`src/rtl/core/huffman_tree_bit_decoder_core_macros.svh`:
```
// Assertion macros shared by the decoder core.
`ifndef HUFFMAN_TREE_BIT_DECODER_CORE_MACROS_SVH
`define HUFFMAN_TREE_BIT_DECODER_CORE_MACROS_SVH

`define HTBD_ASSERT_MSG(lbl, clk, rst_n, prop, msg) \
  lbl: assert property (@(posedge clk) disable iff (!rst_n) (prop)) else $error(msg);

`define HTBD_ASSERT(lbl, prop) \
  `HTBD_ASSERT_MSG(lbl, clk_i, rst_ni, prop, "htbd check failed")

`endif

```
`src/rtl/core/htbd_pkg.sv`:
```
package htbd_pkg;

  localparam int unsigned IdxW         = 9;
  localparam int unsigned SymW         = 8;
  localparam int unsigned CntW         = 4;
  localparam int unsigned ByteBits     = 8;
  localparam int unsigned NodeCountDef = 512;

  localparam logic ReqNode = 1'b0;
  localparam logic ReqData = 1'b1;

  typedef struct packed {
    logic [IdxW-1:0] left;
    logic [IdxW-1:0] right;
    logic            leaf;
    logic [SymW-1:0] sym;
  } node_t;

  localparam int unsigned NodeW = $bits(node_t);

  typedef struct packed {
    logic wr_node;
    logic load;
    logic step;
    logic leaf;
    logic flush;
  } htbd_cmd_t;

  typedef struct packed {
    logic nbits_zero;
    logic bits_zero;
    logic leaf_hit;
    logic pend_v;
    logic out_free;
  } htbd_sts_t;

endpackage

```
`src/rtl/core/htbd_ctrl.sv`:
```
module htbd_ctrl (
  input  logic                clk_i,
  input  logic                rst_ni,
  input  logic                in_valid_i,
  input  logic                in_req_type_i,
  input  htbd_pkg::htbd_sts_t sts_i,
  output logic                in_ready_o,
  output htbd_pkg::htbd_cmd_t cmd_o
);
  import htbd_pkg::*;

  typedef enum logic [1:0] {
    StIdle,
    StWalk,
    StFlush
  } state_e;

  state_e state_q, state_d;
  logic   drain_ok;

  assign drain_ok   = !sts_i.pend_v || sts_i.out_free;
  assign in_ready_o = (state_q == StIdle);

  always_comb begin
    state_d = state_q;
    cmd_o   = '0;
    case (state_q)
      StIdle: begin
        if (in_valid_i) begin
          if (in_req_type_i == ReqNode) begin
            cmd_o.wr_node = 1'b1;
          end else if (!sts_i.nbits_zero) begin
            cmd_o.load = 1'b1;
            state_d    = StWalk;
          end
        end
      end
      StWalk: begin
        if (sts_i.leaf_hit) begin
          if (drain_ok) begin
            cmd_o.leaf = 1'b1;
            if (sts_i.bits_zero) begin
              state_d = StFlush;
            end
          end
        end else if (sts_i.bits_zero) begin
          state_d = StFlush;
        end else begin
          cmd_o.step = 1'b1;
        end
      end
      StFlush: begin
        if (drain_ok) begin
          cmd_o.flush = 1'b1;
          state_d     = StIdle;
        end
      end
      default: begin
        state_d = StIdle;
      end
    endcase
  end

  always_ff @(posedge clk_i or negedge rst_ni) begin
    if (!rst_ni) begin
      state_q <= StIdle;
    end else begin
      state_q <= state_d;
    end
  end

endmodule

```
`config.mk`:
```
export PLATFORM = sky130hd
export DESIGN_NAME = htbd_ctrl
export DESIGN_NICKNAME = d
export VERILOG_FILES = /design/src/rtl/core/huffman_tree_bit_decoder_core_macros.svh /design/src/rtl/core/htbd_pkg.sv /design/src/rtl/core/htbd_ctrl.sv
export SDC_FILE = /design/constraint.sdc
export NUM_CORES = 1
export LEC_CHECK = 0
export ABC_AREA = 1
export BUFFER_PORTS_ARGS = -buffer_cell sky130_fd_sc_hd__buf_2
export CAP_MARGIN = 20
export CORE_AREA = 2 2 39 41
export DETAILED_ROUTE_END_ITERATION = 10
export DIE_AREA = 0 0 41 43
export PLACE_DENSITY = 0.46
export SYNTH_ARGS = -nofsm -noshare
export SYNTH_HDL_FRONTEND = slang
export SYNTH_SLANG_ARGS = --single-unit
export TNS_END_PERCENT = 100
```
`constraint.sdc`:
```
create_clock -name clk_i -period 2.3 [get_ports clk_i]
set_clock_uncertainty 0.2 [all_clocks]
set_input_delay 0.69 -clock clk_i [delete_from_list [all_inputs] [get_ports clk_i]]
set_output_delay 0.69 -clock clk_i [all_outputs]
set_load 0.005 [all_outputs]
```
# Word-level counts from Yosys, hierarchy flattened
# Index checks and enable logic that the tools add are counted.
totals:
  ff_bits: 2
  out_inout_bits: 6
  wordCells: 31
  in_bits: 9
op_classes:
  muxes: 19
  reduce_logical: 4
  n_eq_ne: 7
ops:
  columns: ["cell", "count"]
  rows:
  - ["2-to-1 mux 2 bit", 10]
  - ["2-to-1 mux 1 bit", 8]
  - ["!= test 2 bit, second input constant", 4]
  - ["case mux 2 bit (3 select lines)", 1]
  - ["AND reduction 5 bit", 1]
  - ["!= test 3 bit, second input constant", 1]
  - ["== test 2 x 1 -> 1 bit, second input constant", 1]
  - ["== test 2 bit, second input constant", 1]
  - ["logical NOT 2 bit", 1]
  - ["logical NOT 1 bit", 1]
  - ["logical OR 1 bit", 1]

# Depth between registers and ports, before layout
# Gate-level depths: netlist of run 1.
depth:
  word_depth: 5
  depth_mapped: 8
  depth_no_buf: 8

# Worst setup path after synthesis of run 1
# OpenSTA, ideal clock, no wires.
synth_path:
  path_type: "input to output"
  start: "in sts_i[1] in the netlist's numbering"
  end: "out cmd_o[1] in the netlist's numbering"
  stages: 3
  t_required_ns: 1.410
  path_slack_ns: 0.459
  t_arrival_ns: 0.951
  path_buffers: 0
  cell_sequence: "inv_1 nor2_1 nor2_1"
synth_lines:
  columns: ["item", "line", "text"]
  rows:
  - ["from (decl)", "htbd_ctrl.sv:6", "input htbd_pkg::htbd_sts_t sts_i,"]
  - ["to (decl)", "htbd_ctrl.sv:8", "output htbd_pkg::htbd_cmd_t cmd_o"]

==> results.json, run 1 <==
{
  "status": "finished clean",
  "cts_hold_buf": 0,
  "drc_errors": 0,
  "final_common_cell": "buf_2",
  "diodes": 0,
  "dp_hpwl_um": 368.5,
  "drive_gt1_frac": 0.3542,
  "critical-path-top-delay-family": "simple AND/OR/NAND/NOR gates",
  "crit_arrival_ns": 1.19,
  "cts_tree": "built",
  "tightestPinTransition_ns": 0.2313,
  "place_ws_ns": 0.2176,
  "numCtsBuffers": 3,
  "largest-register": "state_q",
  "final_hold_viol_count": 0,
  "finalSetupViolations": 0,
  "switching_share": 0.3962,
  "num_vias": 229,
  "maxCapViolCount": 0,
  "clockRootBuffer": "clkbuf_4",
  "grt_max_degree": 6,
  "pwr-share-seq": 0.236,
  "power_frac_comb": 0.480,
  "path_max_fanout": 4,
  "p_int_uw": 163.1,
  "r2r-end": "state_q[1]",
  "netlist_area_sq_um": 170.2,
  "setup_slack_ns": 0.2174,
  "clock_latency_ns": 0.22,
  "grt_usage": 0.05622,
  "area_delta_synth_final_pct": 66.18,
  "critPathLaunchType": "primary input",
  "vias_per_cell": 3.578,
  "pwr-share-clk": 0.284,
  "power_density_mw_per_mm2": 955.5,
  "tns_ns": 0,
  "layout_common_cells": "buf_2 (14), nand2_1 (10), inv_1 (7), nor2_1 (7)",
  "numClockSinks": 2,
  "ant_nets": 0,
  "grt_pass1_wl_um": 641,
  "ys_seq_area_frac": 0.2941,
  "dieWidth_um": 41,
  "gr-total-overflow": 0,
  "core_area_sq_mm": 0.001384,
  "worstReg2RegStart": "state_q[0]",
  "largestRegisters": "state_q: 2 flops",
  "final_max_slew_viol_count": 0,
  "slew_headroom": 0.8453,
  "layout.nets": 59,
  "post_cts_buffers": 0,
  "syn_area_per_cell_sq_um": 5.489,
  "cts_resized": 0,
  "grt_pass1_vias": 204,
  "max_clock_freq_ghz": 0.4802,
  "dieArea_sq_mm": 0.001763,
  "start_util": 0.1230,
  "clock_path_buffers": 2,
  "rsz0062_at_grt": "false",
  "drtIter0Drc": 3,
  "cts.clk_slew.worst_paths_ns": 0.03,
  "endpoint_kind": "output pin",
  "drt-pass1-iter-count": 3,
  "yosys_warnings": 0,
  "cp_data_required_time_ns": 1.41,
  "synth-seq-cells": 2,
  "p_switching_uw": 107.1,
  "io_pins": 15,
  "cp_cell_sequence": "buf_2, nor2_1, nor2_1, buf_2",
  "worst-path-buf-inv": 2,
  "rrSetupSlack_ns": 1.11,
  "post-route-min-period_ns": 2.083,
  "cellLeakagePower_nw": 0.1911,
  "slowest_stage": "nor2_1",
  "largest_register_ffs": 2,
  "globalplace.congestion": 0.6405,
  "rows": 14,
  "synth_cell_types": 7,
  "io_buffers": 14,
  "worstSetupPathType": "in2out",
  "wl_um": 432,
  "die_height_um": 43,
  "slowest_delay_ns": 0.20,
  "worstRegToRegCells": 7,
  "cts_max_level": 1,
  "wl_per_cell_um": 6.750,
  "syn-num-nets": 40,
  "antenna_found_initial": 0,
  "hold_path.class": "in2async",
  "finalCritPeriodShare": 0.9055,
  "synth_cells": 31,
  "irDropWorstVdd_uv": 263.2
}
## how the worst max path moves through the flow
stage | slack [ns] | endpoint | depth (start not counted) | start
floorplan | 0.46 | cmd_o[1] | 3 | sts_i[1]
global placement | 0.22 | cmd_o[1] | 4 | sts_i[0]
detailed placement | 0.22 | cmd_o[1] | 4 | sts_i[0]
CTS | 0.21 | cmd_o[4] | 4 | state_q[1]
global route | 0.14 | cmd_o[4] | 4 | state_q[1]
finish | 0.22 | cmd_o[1] | 4 | sts_i[0]
## through the flow
| stage | std cells | total power [mW] | util | cell area, sq um | hold slack [ns] |
|---|---|---|---|---|---|
| after floorplan | 31 | 0.1493 | - | 170.2 | 0.1944 |
| after global placement | 61 | 0.1983 | 0.1881 | 260.3 | 0.2789 |
| after detailed placement | 61 | 0.1976 | 0.1881 | 260.3 | 0.2788 |
| after CTS | 64 | 0.2815 | 0.2043 | 282.8 | 0.03428 |
| after global routing | 64 | 0.2964 | 0.2043 | 282.8 | 0.04473 |
| final | 64 | 0.2702 | 0.2043 | 282.8 | 0.04651 |
## synthesized netlist by cell type
library cell	instances	area share
nand2_1	10	0.22
inv_1	7	0.15
nor2_1	7	0.15
nand3_1	3	0.088
dfrtp_1	2	0.29
nand3b_1	1	0.044
nor3b_1	1	0.044
## power groups by stage
stage                     registers (mW)  logic [mW]  clock network, mW
after floorplan                   0.0617      0.0876                  0
after global placement            0.0648       0.133                  0
after detailed placement          0.0643       0.133                  0
after CTS                         0.0639       0.134             0.0836
after global routing              0.0655       0.149             0.0820
final                             0.0639       0.130             0.0767
## cells by family (layout without fill, tap and decap cells)
group,Yosys count,count (layout),share of synthesized area
AND/OR/NAND/NOR,22,22,0.5515
flip-flops,2,2,0.2941
buffers and inverters,7,24,0.1544
## worst register-to-register path, stage by stage (launching register included)
cell and delay (ns):
dfrtp_1 0.37, inv_1 0.08, nor2_1 0.13, nand2_1 0.08, nand2_1 0.07, inv_1 0.04, nand3_1 0.06, nand2_1 0.05
## per-layer routing
layer / track usage / vias to the layer above / share of wire
li1: - / 126 / -
met1: 0.05466 / 96 / 0.42
met2: 0.08125 / 7 / 0.48
met3: 0.02094 / 0 / 0.095
met4: 0.06000 / 0 / 0
met5: 0 / - / 0
## cell type report
cell class,instances,area (sq um)
tap,16,20.02
sequential,2,50.05
inverter,7,26.28
clock buffer,3,22.52
fill,171,1101
multi-input combinational,22,93.84
timing repair buffer,14,70.07
(Power assumes the default switching activity.)
==> run 2, diff against run 1 <==
- REMOVE_ABC_BUFFERS: default -> 1
- clock period: 2.3 -> 2.2 ns (I/O delays scaled with it)
==> results.json, run 2 (synthesis results as in run 1) <==
{
  "status": "finished clean",
  "cts_max_level": 1,
  "gr-total-overflow": 0,
  "cp_data_required_time_ns": 1.34,
  "slew_headroom": 0.8391,
  "holdWs_ns": 0.3280,
  "fillers": 174,
  "clockRootBuffer": "clkbuf_4",
  "largest_register_ffs": 2,
  "design_area_sq_um": 292.8,
  "dieWidth_um": 41,
  "io_buffers": 14,
  "grt_pass1_wl_um": 703,
  "num_vias": 239,
  "start_util": 0.1230,
  "largestRegisters": "state_q: 2 flops",
  "clock_latency_ns": 0.23,
  "final_common_cell": "buf_2",
  "globalplace.congestion": 0.6389,
  "dp_hpwl_um": 369.7,
  "slowest_delay_ns": 0.41,
  "slowest_stage": "dfrtp_1",
  "final_max_slew_viol_count": 0,
  "drt-pass1-iter-count": 4,
  "crit_arrival_ns": 1.18,
  "final_cells": 65,
  "drive_gt1_frac": 0.3469,
  "layout_common_cells": "buf_2 (14), nand2_1 (10), inv_1 (7), nor2_1 (7)",
  "grt_pass1_vias": 194,
  "final_hold_viol_count": 0,
  "cts_tree": "built",
  "drtIter0Drc": 2,
  "die_height_um": 43,
  "clock_path_buffers": 2,
  "finalSetupViolations": 0,
  "io_pins": 15,
  "grt_usage": 0.06225,
  "worstSetupPathType": "reg2out",
  "wl_um": 459,
  "worst-path-buf-inv": 2,
  "maxCapViolCount": 0,
  "cp_cell_sequence": "nor2_1, inv_1, nor3b_1, buf_2",
  "irDropWorstVdd_uv": 289.0,
  "layout.nets": 60,
  "vias_per_cell": 3.677,
  "tightestPinTransition_ns": 0.2405,
  "rsz0062_at_grt": "false",
  "max_clock_freq_ghz": 0.4904,
  "core_area_sq_mm": 0.001384,
  "fin_util": 0.2116,
  "numCtsBuffers": 3,
  "area_delta_synth_final_pct": 72.06,
  "wl_per_cell_um": 7.062,
  "power_density_mw_per_mm2": 985.6,
  "critical-path-top-delay-family": "flip-flops",
  "largest-register": "state_q",
  "dieArea_sq_mm": 0.001763,
  "path_max_fanout": 5,
  "drc_errors": 0,
  "post-route-min-period_ns": 2.039,
  "rows": 14,
  "hold_path.class": "reg2reg",
  "diodes": 0,
  "finalCritPeriodShare": 0.9268,
  "grt_max_degree": 6,
  "placedCellCount": 61,
  "antenna_found_initial": 0,
  "cts.clk_slew.worst_paths_ns": 0.03,
  "place_area_sq_um": 260.3,
  "endpoint_kind": "output pin",
  "tns_ns": 0,
  "numClockSinks": 2,
  "critPathLaunchType": "register",
  "ant_nets": 0,
  "cellLeakagePower_nw": 0.1953
}
[run 2: changes by cell type in the layout (fill, tap and decap cells not counted)]
cell | previous run | this run
dlygate4sd3_1 | 0 | 1
[run 2: per-stage QoR]
| stage | setup slack, ns | power (mW) |
|---|---|---|
| finish | 0.1610 | 0.2886 |
| global route | 0.07073 | 0.3195 |
| CTS | 0.1395 | 0.2980 |
| detailed placement | 0.1723 | 0.2070 |
| global placement | 0.1770 | 0.2072 |
| floorplan | 0.4189 | 0.1561 |
[run 2: final timing paths]
check                      slack [ns]       start         end  cells after the start
max                              0.16  state_q[1]    cmd_o[4]                      4
min                              0.33  state_q[0]  state_q[0]                      2
max reg2reg                      1.00  state_q[0]  state_q[1]                      7
min reg2reg                      0.33  state_q[0]  state_q[0]                      2
max in group asynchronous        1.16      rst_ni  state_q[0]                      2
min in group asynchronous        0.54      rst_ni  state_q[1]                      2
[run 2: area by class of cell]
type                    instances  area, sq um  share of cell area
inverters                       7        26.28             0.08974
repair buffers                 15        80.08              0.2735
clock buffers                   3        22.52             0.07692
well taps                      16        20.02             0.06838
flip-flops and latches          2        50.05              0.1709
multi-input cells              22        93.84              0.3205
[run 2: worst reg2reg max path, stage by stage, from the launching register on]
cell     delay [ns]
dfrtp_1        0.37
inv_1          0.08
nor2_1         0.13
nand2_1        0.08
nand2_1        0.07
inv_1          0.04
nand3_1        0.06
nand2_1        0.05
[run 2: metal layers]
layer	GRT usage	up-vias	routed length, um
met5	0	-	0
met4	0.04000	0	0
met3	0.05236	0	43
met2	0.07500	7	203
met1	0.07074	102	212
li1	-	130	-
[run 2: where the power goes]
part | leakage, nW | total (mW) | internal, mW | switching, mW
sequential | 0.0266 | 0.0683 | 0.0520 | 0.0163
clock | 0.0138 | 0.0826 | 0.0603 | 0.0223
combinational | 0.155 | 0.138 | 0.0595 | 0.0782
total | 0.195 | 0.289 | 0.172 | 0.117
[run 2: timing repair]
action / 4_1_cts / 5_1_grt
setup buffers: 0 / 0
resized for setup: 0 / 0
hold buffers: 1 / 0
endpoints found under the hold margin: 1 / 0
